### src/rtl/cpfm_pkg.sv
// shared types and constants of the capture period frequency meter
// no dependencies
package cpfm_pkg;

  localparam int unsigned CaptureWidth = 16;
  localparam int unsigned PeriodWidth  = 32;
  localparam int unsigned ClockWidth   = 26;
  localparam int unsigned DataWidth    = 32;
  localparam int unsigned AddrWidth    = 3;
  localparam int unsigned QueueDepth   = 2;
  localparam int unsigned TimerBitsDefault = 16;

  localparam logic [ClockWidth-1:0]   ClockHzReset = 26'd22118400;
  localparam logic [CaptureWidth-1:0] OvfLimit     = 16'hFFFF;
  localparam logic [PeriodWidth-1:0]  PreScale     = 32'd50;
  localparam logic [PeriodWidth+4:0]  PostScale    = 37'd20;

  localparam logic [AddrWidth-3:0] RegClockHz = 1'b0;

  typedef struct packed {
    logic                    overflow_event;
    logic                    capture_event;
    logic [CaptureWidth-1:0] cap_count;
  } in_item_t;

  typedef struct packed {
    logic [PeriodWidth-1:0] period_ticks;
    logic [PeriodWidth-1:0] frequency_mhz;
    logic                   captured;
  } out_item_t;

  typedef struct packed {
    logic [PeriodWidth-1:0] period;
    logic                   captured;
  } job_t;

  typedef enum logic [1:0] {
    BkIdle,
    BkDiv,
    BkDone
  } bk_state_e;

endpackage

### src/rtl/cpfm_front.sv
// front end: accepts events, tracks overflows and captures, forms the period
// depends on cpfm_pkg
module cpfm_front #(
  parameter int unsigned TIMER_BITS = cpfm_pkg::TimerBitsDefault
) (
  input  logic               clk_i,
  input  logic               rst_ni,
  input  logic               in_valid_i,
  output logic               in_stall_o,
  input  cpfm_pkg::in_item_t in_item_i,
  input  logic               q_full_i,
  output logic               q_push_o,
  output cpfm_pkg::job_t     q_job_o
);

  localparam logic [cpfm_pkg::CaptureWidth-1:0] CapMask =
    (TIMER_BITS >= cpfm_pkg::CaptureWidth) ? {cpfm_pkg::CaptureWidth{1'b1}} :
    cpfm_pkg::CaptureWidth'((64'd1 << TIMER_BITS) - 64'd1);

  logic [cpfm_pkg::CaptureWidth-1:0] ovf_cnt_q, ovf_cnt_d;
  logic [cpfm_pkg::CaptureWidth-1:0] last_cap_q, last_cap_d;
  logic [cpfm_pkg::PeriodWidth-1:0]  period_q, period_d;
  logic [cpfm_pkg::CaptureWidth-1:0] cnt_inc, cnt_mid, cval;
  logic [cpfm_pkg::PeriodWidth-1:0]  per_mid, per_new;
  logic                              push;

  assign push       = in_valid_i && !q_full_i;
  assign in_stall_o = q_full_i;
  assign q_push_o   = push;

  assign cnt_inc = ovf_cnt_q + 1'b1;
  assign cval    = in_item_i.cap_count & CapMask;

  always_comb begin
    cnt_mid = ovf_cnt_q;
    per_mid = period_q;
    if (in_item_i.overflow_event) begin
      if (cnt_inc == cpfm_pkg::OvfLimit) begin
        cnt_mid = cpfm_pkg::OvfLimit - 1'b1;
        per_mid = '0;
      end else begin
        cnt_mid = cnt_inc;
      end
    end
    per_new    = (cpfm_pkg::PeriodWidth'(cnt_mid) << TIMER_BITS)
               + cpfm_pkg::PeriodWidth'(cval)
               - cpfm_pkg::PeriodWidth'(last_cap_q);
    ovf_cnt_d  = cnt_mid;
    period_d   = per_mid;
    last_cap_d = last_cap_q;
    if (in_item_i.capture_event) begin
      ovf_cnt_d  = '0;
      period_d   = per_new;
      last_cap_d = cval;
    end
  end

  assign q_job_o.period   = period_d;
  assign q_job_o.captured = in_item_i.capture_event;

  always_ff @(posedge clk_i or negedge rst_ni) begin
    if (!rst_ni) begin
      ovf_cnt_q  <= '0;
      last_cap_q <= '0;
      period_q   <= '0;
    end else if (push) begin
      ovf_cnt_q  <= ovf_cnt_d;
      last_cap_q <= last_cap_d;
      period_q   <= period_d;
    end
  end

endmodule

### src/rtl/cpfm_queue.sv
// short job queue between the front end and the divider back end
// depends on cpfm_pkg
module cpfm_queue (
  input  logic           clk_i,
  input  logic           rst_ni,
  input  logic           push_i,
  input  cpfm_pkg::job_t job_i,
  output logic           full_o,
  input  logic           pop_i,
  output logic           empty_o,
  output cpfm_pkg::job_t job_o
);

  localparam int unsigned PtrWidth = $clog2(cpfm_pkg::QueueDepth);

  cpfm_pkg::job_t              mem_q [cpfm_pkg::QueueDepth];
  logic [PtrWidth-1:0]         wr_ptr_q, wr_ptr_d, rd_ptr_q, rd_ptr_d;
  logic [PtrWidth:0]           count_q, count_d;

  assign full_o  = (count_q == (PtrWidth+1)'(cpfm_pkg::QueueDepth));
  assign empty_o = (count_q == '0);
  assign job_o   = mem_q[rd_ptr_q];

  always_comb begin
    wr_ptr_d = wr_ptr_q;
    rd_ptr_d = rd_ptr_q;
    count_d  = count_q;
    if (push_i) begin
      wr_ptr_d = (wr_ptr_q == PtrWidth'(cpfm_pkg::QueueDepth - 1)) ? '0 : wr_ptr_q + 1'b1;
    end
    if (pop_i) begin
      rd_ptr_d = (rd_ptr_q == PtrWidth'(cpfm_pkg::QueueDepth - 1)) ? '0 : rd_ptr_q + 1'b1;
    end
    if (push_i && !pop_i) begin
      count_d = count_q + 1'b1;
    end else if (pop_i && !push_i) begin
      count_d = count_q - 1'b1;
    end
  end

  always_ff @(posedge clk_i or negedge rst_ni) begin
    if (!rst_ni) begin
      wr_ptr_q <= '0;
      rd_ptr_q <= '0;
      count_q  <= '0;
    end else begin
      wr_ptr_q <= wr_ptr_d;
      rd_ptr_q <= rd_ptr_d;
      count_q  <= count_d;
    end
  end

  always_ff @(posedge clk_i) begin
    if (push_i) begin
      mem_q[wr_ptr_q] <= job_i;
    end
  end

endmodule

### src/rtl/cpfm_back.sv
// back end: bit-serial divider for the frequency and the result register
// depends on cpfm_pkg
module cpfm_back (
  input  logic                                clk_i,
  input  logic                                rst_ni,
  input  logic [cpfm_pkg::ClockWidth-1:0]     clock_hz_i,
  input  logic                                q_empty_i,
  input  cpfm_pkg::job_t                      q_job_i,
  output logic                                q_pop_o,
  output logic                                out_valid_o,
  input  logic                                out_stall_i,
  output cpfm_pkg::out_item_t                 out_item_o
);

  localparam int unsigned W = cpfm_pkg::PeriodWidth;
  localparam int unsigned CntWidth = $clog2(W);

  cpfm_pkg::bk_state_e state_q, state_d;

  logic [W-1:0]        rem_q, rem_d, quo_q, quo_d, div_q;
  logic                cap_q;
  logic [CntWidth-1:0] cnt_q, cnt_d;
  logic [W:0]          shifted;
  logic                ge;
  logic [W+4:0]        prod;
  logic [W-1:0]        freq;
  logic                out_free, load, step, out_load;

  cpfm_pkg::out_item_t out_item_q;
  logic                out_valid_q;

  assign out_free = !out_valid_q || !out_stall_i;

  always_comb begin
    state_d = state_q;
    case (state_q)
      cpfm_pkg::BkIdle: begin
        if (!q_empty_i) begin
          state_d = cpfm_pkg::BkDiv;
        end
      end
      cpfm_pkg::BkDiv: begin
        if (cnt_q == CntWidth'(W - 1)) begin
          state_d = cpfm_pkg::BkDone;
        end
      end
      cpfm_pkg::BkDone: begin
        if (out_free) begin
          state_d = cpfm_pkg::BkIdle;
        end
      end
      default: state_d = cpfm_pkg::BkIdle;
    endcase
  end

  always_comb begin
    load     = 1'b0;
    step     = 1'b0;
    out_load = 1'b0;
    case (state_q)
      cpfm_pkg::BkIdle: load     = !q_empty_i;
      cpfm_pkg::BkDiv:  step     = 1'b1;
      cpfm_pkg::BkDone: out_load = out_free;
      default: ;
    endcase
  end

  assign q_pop_o = load;

  assign shifted = {rem_q, quo_q[W-1]};
  assign ge      = (shifted >= {1'b0, div_q});

  always_comb begin
    rem_d = rem_q;
    quo_d = quo_q;
    cnt_d = cnt_q;
    if (load) begin
      rem_d = '0;
      quo_d = W'(clock_hz_i) * cpfm_pkg::PreScale;
      cnt_d = '0;
    end else if (step) begin
      rem_d = ge ? W'(shifted - {1'b0, div_q}) : W'(shifted);
      quo_d = {quo_q[W-2:0], ge};
      cnt_d = cnt_q + 1'b1;
    end
  end

  assign prod = (W+5)'(quo_q) * cpfm_pkg::PostScale;
  always_comb begin
    if (div_q == '0) begin
      freq = '0;
    end else if (prod[W+4:W] != '0) begin
      freq = '1;
    end else begin
      freq = prod[W-1:0];
    end
  end

  always_ff @(posedge clk_i or negedge rst_ni) begin
    if (!rst_ni) begin
      state_q     <= cpfm_pkg::BkIdle;
      cnt_q       <= '0;
      out_valid_q <= 1'b0;
    end else begin
      state_q     <= state_d;
      cnt_q       <= cnt_d;
      if (out_load) begin
        out_valid_q <= 1'b1;
      end else if (!out_stall_i) begin
        out_valid_q <= 1'b0;
      end
    end
  end

  always_ff @(posedge clk_i) begin
    rem_q <= rem_d;
    quo_q <= quo_d;
    if (load) begin
      div_q <= q_job_i.period;
      cap_q <= q_job_i.captured;
    end
    if (out_load) begin
      out_item_q.period_ticks  <= div_q;
      out_item_q.frequency_mhz <= freq;
      out_item_q.captured      <= cap_q;
    end
  end

  assign out_valid_o = out_valid_q;
  assign out_item_o  = out_item_q;

endmodule

### src/rtl/capture_period_frequency_meter.sv
// capture period frequency meter: reciprocal frequency from timer captures
// the back end takes a new job only after its 32-step bit-serial divider is done
// a two-entry queue lets the front take events while the divider runs
// reset: clock_hz to 22118400, overflow count, last capture and period to 0
// depends on cpfm_pkg, cpfm_front, cpfm_queue, cpfm_back
module capture_period_frequency_meter #(
  parameter int unsigned TIMER_BITS = cpfm_pkg::TimerBitsDefault
) (
  input  logic                               clk_i,
  input  logic                               rst_ni,
  input  logic                               in_valid_i,
  output logic                               in_stall_o,
  input  cpfm_pkg::in_item_t                 in_item_i,
  output logic                               out_valid_o,
  input  logic                               out_stall_i,
  output cpfm_pkg::out_item_t                out_item_o,
  input  logic                               psel_i,
  input  logic                               penable_i,
  input  logic                               pwrite_i,
  input  logic [cpfm_pkg::AddrWidth-1:0]     paddr_i,
  input  logic [cpfm_pkg::DataWidth-1:0]     pwdata_i,
  output logic [cpfm_pkg::DataWidth-1:0]     prdata_o,
  output logic                               pready_o
);

  logic [cpfm_pkg::ClockWidth-1:0] clock_hz_q;
  logic                            cfg_sel;
  logic                            q_full, q_empty, q_push, q_pop;
  cpfm_pkg::job_t                  q_job_in, q_job_out;

  assign pready_o = 1'b1;
  assign cfg_sel  = (paddr_i[cpfm_pkg::AddrWidth-1:2] == cpfm_pkg::RegClockHz);
  assign prdata_o = cfg_sel ? cpfm_pkg::DataWidth'(clock_hz_q) : '0;

  always_ff @(posedge clk_i or negedge rst_ni) begin
    if (!rst_ni) begin
      clock_hz_q <= cpfm_pkg::ClockHzReset;
    end else if (psel_i && penable_i && pwrite_i && cfg_sel) begin
      clock_hz_q <= pwdata_i[cpfm_pkg::ClockWidth-1:0];
    end
  end

  cpfm_front #(
    .TIMER_BITS(TIMER_BITS)
  ) u_front (
    .clk_i     (clk_i),
    .rst_ni    (rst_ni),
    .in_valid_i(in_valid_i),
    .in_stall_o(in_stall_o),
    .in_item_i (in_item_i),
    .q_full_i  (q_full),
    .q_push_o  (q_push),
    .q_job_o   (q_job_in)
  );

  cpfm_queue u_queue (
    .clk_i  (clk_i),
    .rst_ni (rst_ni),
    .push_i (q_push),
    .job_i  (q_job_in),
    .full_o (q_full),
    .pop_i  (q_pop),
    .empty_o(q_empty),
    .job_o  (q_job_out)
  );

  cpfm_back u_back (
    .clk_i      (clk_i),
    .rst_ni     (rst_ni),
    .clock_hz_i (clock_hz_q),
    .q_empty_i  (q_empty),
    .q_job_i    (q_job_out),
    .q_pop_o    (q_pop),
    .out_valid_o(out_valid_o),
    .out_stall_i(out_stall_i),
    .out_item_o (out_item_o)
  );

endmodule
### config.mk
export PLATFORM = sky130hd
export DESIGN_NAME = capture_period_frequency_meter
export DESIGN_NICKNAME = d
export VERILOG_FILES = /design/src/rtl/cpfm_pkg.sv /design/src/rtl/cpfm_front.sv /design/src/rtl/cpfm_queue.sv /design/src/rtl/cpfm_back.sv /design/src/rtl/capture_period_frequency_meter.sv
export SDC_FILE = /design/constraint.sdc
export NUM_CORES = 1
export LEC_CHECK = 0
export CORE_ASPECT_RATIO = 1.1
export CORE_MARGIN = 5
export CORE_UTILIZATION = 50
export DETAILED_ROUTE_END_ITERATION = 16
export DONT_BUFFER_PORTS = 1
export GPL_ROUTABILITY_DRIVEN = 0
export HOLD_SLACK_MARGIN = 0.1
export PLACE_DENSITY = 0.68
export SYNTH_ARGS = -nofsm -noshare
export SYNTH_HDL_FRONTEND = slang
export SYNTH_SLANG_ARGS = --single-unit
### constraint.sdc
create_clock -name clk_i -period 4.4 [get_ports clk_i]
set_input_delay 0.88 -clock clk_i [delete_from_list [all_inputs] [get_ports clk_i]]
set_output_delay 0.88 -clock clk_i [all_outputs]
set_load 0.005 [all_outputs]
=== Yosys cells after proc, flatten, opt, wreduce, memory -nomap -nowiden ===
Memories as Yosys holds them, arrays and structs flattened. A register that Yosys moved wholly into a read port is not among the register bits.
Cells that the tools add are included.

* $add $sub $neg: 9
* Multiply operators: 2
* $lt $le $gt $ge: 1
* Equal/unequal tests: 9
* Muxes and demuxes: 28
* Bitwise logic cells: 1
* Reduce and logical (&&, ||, !) cells: 21

{| class="wikitable"
|+ Operators with widths
! cell !! count
|-
| $mux W32 || 7
|-
| $mux W16 || 3
|-
| $mul A32 B3 Y35 const B || 1
|-
| $ge A33 B32 Y1 || 1
|-
| $add A32 B16 Y32 || 1
|-
| $logic_not A32 Y1 || 1
|-
| $sub A32 B16 Y32 || 1
|-
| $sub A32 B32 Y32 || 1
|-
| $mul A26 B5 Y31 const B || 1
|-
| $mux W26 || 1
|-
| $add A16 B1 Y16 const B || 1
|-
| $eq A16 B16 Y1 const B || 1
|-
| $mux W2 || 5
|-
| $mux W5 || 2
|-
| $mux W1 || 9
|-
| $logic_and A1 B1 Y1 || 6
|-
| $logic_not A1 Y1 || 6
|-
| $ne A2 B1 Y1 const B || 3
|-
| $pmux W2 S3 || 1
|-
| $add A5 B1 Y5 const B || 1
|-
| $eq A5 B5 Y1 const B || 1
|-
| $reduce_bool A5 Y1 || 1
|-
| $eq A2 B2 Y1 const B || 2
|-
| $logic_not A2 Y1 || 2
|-
| other kinds (10) || 12
|}

* Register bits: 231
* RAM bits: 66
* Input bits: 60
* Output and inout port bits: 100
* Memories kept: 1

{| class="wikitable"
|+ Memory list
! name !! depth !! bits a word !! read ports !! clocked after Yosys merged registers in !! wr ports !! RTL line !! text
|-
| u_queue.mem_q || 2 || 33 || 1 || 1 || 1 || cpfm_queue.sv:16 || <nowiki>cpfm_pkg::job_t mem_q [cpfm_pkg::QueueDepth];</nowiki>
|}

=== Longest topological paths before layout ===
* Depth after elaboration: 7
* Mapped depth: 17
* Mapped depth without buffers: 17

=== Modules after synthesis ===
Synthesis repeated with hierarchy kept, for this count alone.

* Cells, all modules: 2111
* Area total of the unflattened synthesis: 21618.2 um2

{| class="wikitable"
|+ Modules (own cells, without submodules)
! module !! times used !! cells each !! area an instance (um2)
|-
| cpfm_back || 1 || 1359 || 12997.5
|-
| cpfm_front || 1 || 541 || 4594.4
|-
| cpfm_queue || 1 || 119 || 2720.1
|-
| capture_period_frequency_meter || 1 || 92 || 1306.3
|}

=== Worst setup path after synthesis ===
Ideal clock, no wire load.

* Kind: input to register
* Start: in out_stall_i
* End: reg u_back.out_item_q, in the netlist u_back.out_item_o[0] (enable)
* Arrival time: 4011 ps
* Required time: 3893 ps
* Setup slack: -118 ps
* Stages on the path: 1
* Buffers on the path: 0
* Cell sequence: a21oi_1

* Cells in the longest elaborated chain, start to end: 3

{| class="wikitable"
|+ Ends and longest elaborated chain
! element !! RTL line !! text
|-
| start: declaration || capture_period_frequency_meter.sv:15 || <nowiki>input logic out_stall_i,</nowiki>
|-
| $logic_not A1 Y1 || cpfm_back.sv:32 || <nowiki>assign out_free = !out_valid_q || !out_stall_i;</nowiki>
|-
| $logic_or A1 B1 Y1 || cpfm_back.sv:32 ||
|-
| $mux W1 || cpfm_back.sv:60 || <nowiki>case (state_q)</nowiki>
|-
| end: declaration || cpfm_back.sv:29 || <nowiki>cpfm_pkg::out_item_t out_item_q;</nowiki>
|}

Every way passes these cells.
A chain may end at the register's enable or synchronous reset.

=== Worst setup path after layout ===
* Start: reg clock_hz_q[7] (netlist bit)
* End: reg u_back.quo_q[28] (data pin)

* Cells in the longest elaborated chain, start to end: 2

{| class="wikitable"
|+ Ends and longest elaborated chain
! element !! RTL line !! text
|-
| start: declaration || capture_period_frequency_meter.sv:26 || <nowiki>logic [cpfm_pkg::ClockWidth-1:0] clock_hz_q;</nowiki>
|-
| start signal: assignment || capture_period_frequency_meter.sv:37 || <nowiki>clock_hz_q <= cpfm_pkg::ClockHzReset;</nowiki>
|-
| start signal: assignment || capture_period_frequency_meter.sv:39 || <nowiki>clock_hz_q <= pwdata_i[cpfm_pkg::ClockWidth-1:0];</nowiki>
|-
| $mul A26 B5 Y31 || cpfm_back.sv:79 || <nowiki>quo_d = W'(clock_hz_i) * cpfm_pkg::PreScale;</nowiki>
|-
| $mux W32 || cpfm_back.sv:77 || <nowiki>if (load) begin</nowiki>
|-
| named net u_back.quo_d[28] || cpfm_back.sv:20 || <nowiki>logic [W-1:0] rem_q, rem_d, quo_q, quo_d, div_q;</nowiki>
|-
| end signal: assignment || cpfm_back.sv:117 || <nowiki>quo_q <= quo_d;</nowiki>
|-
| end: declaration || cpfm_back.sv:20 ||
|}

The timed path passes the listed nets, and every way through them passes these cells.

==> metrics.cfg <==
[clock_network]
cts_tree=done
clock-sinks=329
cts_htree_levels=2
clk_path_buf_depth=3
insertion_delay_ns=0.57
root_buffer=clkbuf_16
clk_pin_slew_ns=0.06
cts_buffers=36

[synth]
ys_top_cells_by_area=edfxtp_1 (28%), ha_1 (12%), dfrtp_1 (12%), nand2_1 (3.6%), mux2_2 (3.4%)
synth_top_area_share=0.2832
syn_inst=2016
synth_edf_count=194
synth.avg_cell_area_sq_um=10.20
ys_ff_latch=329
ys_seq_area_frac=0.4398
synth-async-reset-ratio=0.3100
yosysUniqueCellTypes=73
synth_area_sq_um=20570
synthFlopType=edfxtp_1
yosysWarnings=0
synthTopCellsByCount=ha_1 (195), nand2_1 (195), edfxtp_1 (194), inv_1 (187), o21ai_0 (140)
yosysTopAreaCell=edfxtp_1

[timing]
fin_crit_sh=0.9641
rsz0062_at_grt=yes
layout_setup_ws_ns=0.1579
finalSetupViolCount=0
relSlewSlack=0.3322
finalMaxSlewViolations=0
worst_pin_slew_ns=0.9995
fin_setup_tns_ns=0
fmax_ghz=0.2357
finClkSkew_ns=0.03049
period_needed_ns=4.242
final-hold-violation-count=0

[route]
drtIter0Drc=824
vias_per_cell=5.576
wl_per_cell_um=17.45
drt_pass1_iterations=5
drcViolationCount=0
vias=14230
final_antenna_net_count=0
wirelength_mm=44.54

[floorplan]
dieHeight_um=222.7
row_count=78
coreArea_sq_um=40990
die_area_sq_um=45290
start_util=0.5018
die_x_um=203.4
io_pins=160

[worst_setup_path]
cp_max_fo=4
worst_path_largest_cell_delay_ns=0.49
crit_top_cell=ha_1
r2r_slack_ns=0.16
critPathSlowestCell=fa_1
cp-end-kind=register
cp.required_ns=4.70
path_cells=ha_1 -> ha_1 -> inv_1 -> fa_1 -> inv_1 -> ha_1 -> buf_4 -> and3_1 -> a31oi_1 -> o21ai_0 -> a41o_1 -> a21oi_2 -> a311oi_2 -> a41oi_2 -> nor2b_1 -> o21bai_1 -> xor2_1 -> a22o_1
start_kind=register
arrival_ns=4.54
critical_path_class=register to register

[placement]
placed_area_sq_um=21080
io_buffers=0
dp_slack_ns=0.07797
dp_hpwl_mm=32.70

[global_routing]
gr-total-overflow=0
antenna_found_initial=9
grt_max_degree=98
first_global_vias=13700
grt_use_total=0.1934
grt_pass1_wl_mm=72.22

[power]
design_power_total_mw=19.16
p_leak_nw=9.896
peakVddDrop_mv=0.3704
powerDensity_nw_per_um2=857.0

[cells_and_area]
multi_input_area_sq_um=10510
fin_nets=2279
area_growth_pct=8.675
n_fill_cell=3550
postLayoutCellArea_sq_um=22350
seqCellArea_sq_um=9045
drive_gt1_frac=0.09028

[min_path]
hold_class=input port to asynchronous set/reset pin

[job]
drv_cap=0

[outcome]
status=finished clean

layer usage:
metal  wire length, um  share of wire  track usage  vias up
met5                55         0.0012            0        -
met4              1085          0.024      0.05267        8
met3              2644          0.059      0.04685       70
met2             19560           0.44       0.2937      339
met1             21190           0.48       0.2787     6695
li1                  -              -            -     7118
cells in the final DEF, fill, tap and decap left out, drive strengths merged, types with 12 or more instances in the layout:
cell    netlist  final
a211oi       20     20
a21boi       22     22
a21o         58     58
a21oi       102    102
a22o         33     33
a31oi        12     12
and3         12     12
buf          19     26
clkbuf       66     41
clkinv        2     19
dfrtp        97     97
dfxtp        33     33
edfxtp      194    194
fa           24     24
ha          195    195
inv         187    189
mux2         63     63
mux2i        22     22
nand2       195    195
nand2b       19     19
nand3        44     44
nand4        17     17
nor2        114    114
nor2b        21     21
nor3         20     20
nor4         12     12
o21a         30     30
o21ai       143    143
o21bai       14     14
xnor2        68     68
xor2         54     54
cell families (layout without fill, tap and decap cells):
logic type / Yosys count / after routing / synth area share
AO/OA/AOI/OAI: 496 / 496 / 0.1587
XOR/XNOR: 122 / 122 / 0.05195
adder cells (fa/ha/maj): 219 / 219 / 0.1420
buffers and inverters: 274 / 280 / 0.05329
flip-flops: 329 / 329 / 0.4398
multiplexers: 85 / 85 / 0.04520
other: 2 / 12 / 0.0003651
AND/OR/NAND/NOR: 489 / 489 / 0.1087
critical path: cells and delay by family, from the launching register on:
| kind | cells | cell delay, ns |
|---|---|---|
| compound gates | 8 | 1.43 |
| xor+xnor | 1 | 0.14 |
| fa+ha+maj | 4 | 1.40 |
| buf+inv | 3 | 0.26 |
| flops | 1 | 0.41 |
| simple gates | 2 | 0.35 |
final cells by class:
cell class	instances	share of cell area
timing repair buffer	26	0.01019
clock buffer	41	0.04159
multi-input combinational	1418	0.4701
tap	520	0.02911
clock inverter	24	0.01209
antenna	5	0.0005598
inverter	189	0.03174
sequential	329	0.4047
stage by stage:
step	util	instances	hold slack, ns
final	0.5453	2552	0.1721
after global routing	0.5451	2548	0.1452
after CTS	0.5442	2546	0.1388
after detailed placement	0.5143	2480	0.4099
after global placement	0.5143	2480	0.4045
after floorplan	-	2021	0.4003
power breakdown:
| part | total (mW) | switching [mW] | internal (mW) |
|---|---|---|---|
| logic | 11.0 | 6.28 | 4.68 |
| registers | 5.17 | 0.620 | 4.55 |
| clock network | 3.02 | 1.29 | 1.73 |
sequential cells by signal, indices dropped and copies added (netlist names):
signal,flops
u_queue.wr_ptr_q,1
u_front.period_q,32
u_queue.rd_ptr_q,1
u_queue.count_q,2
u_back.out_valid_o,1
u_back.rem_q,32
u_back.cap_q,1
u_back.div_q,32
u_back.out_item_o,64
u_back.state_q,2
u_front.last_cap_q,16
u_back.quo_q,32
u_front.ovf_cnt_q,16
u_queue.mem_q,66
u_back.cnt_q,5
clock_hz_q,26
repair_timing:
action	CTS	global route
setup endpoints to repair	0	5
endpoints found under the hold margin	97	0
gates resized for setup	0	7
hold buffers	1	0
buffers inserted	0	1
path summary, 6_finish.rpt:
check / end / cells after the start / startpoint
setup / recovery: u_back.quo_q[28]$_DFFE_PP_ / 18 / clock_hz_q[7]$_DFFE_PN0P_
hold / removal: clock_hz_q[24]$_DFFE_PN1P_ / 0 / rst_ni
setup reg to reg: u_back.quo_q[28]$_DFFE_PP_ / 18 / clock_hz_q[7]$_DFFE_PN0P_
hold reg to reg: u_back.out_item_o[0]$_DFFE_PP_ / 0 / u_back.cap_q$_DFFE_PP_
max in group asynchronous: clock_hz_q[3]$_DFFE_PN0P_ / 1 / rst_ni
min in group clk_i: u_queue.mem_q[1][0]$_DFFE_PP_ / 0 / in_item_i[16]
No activity file was read; power rests on OpenSTA's default activity.
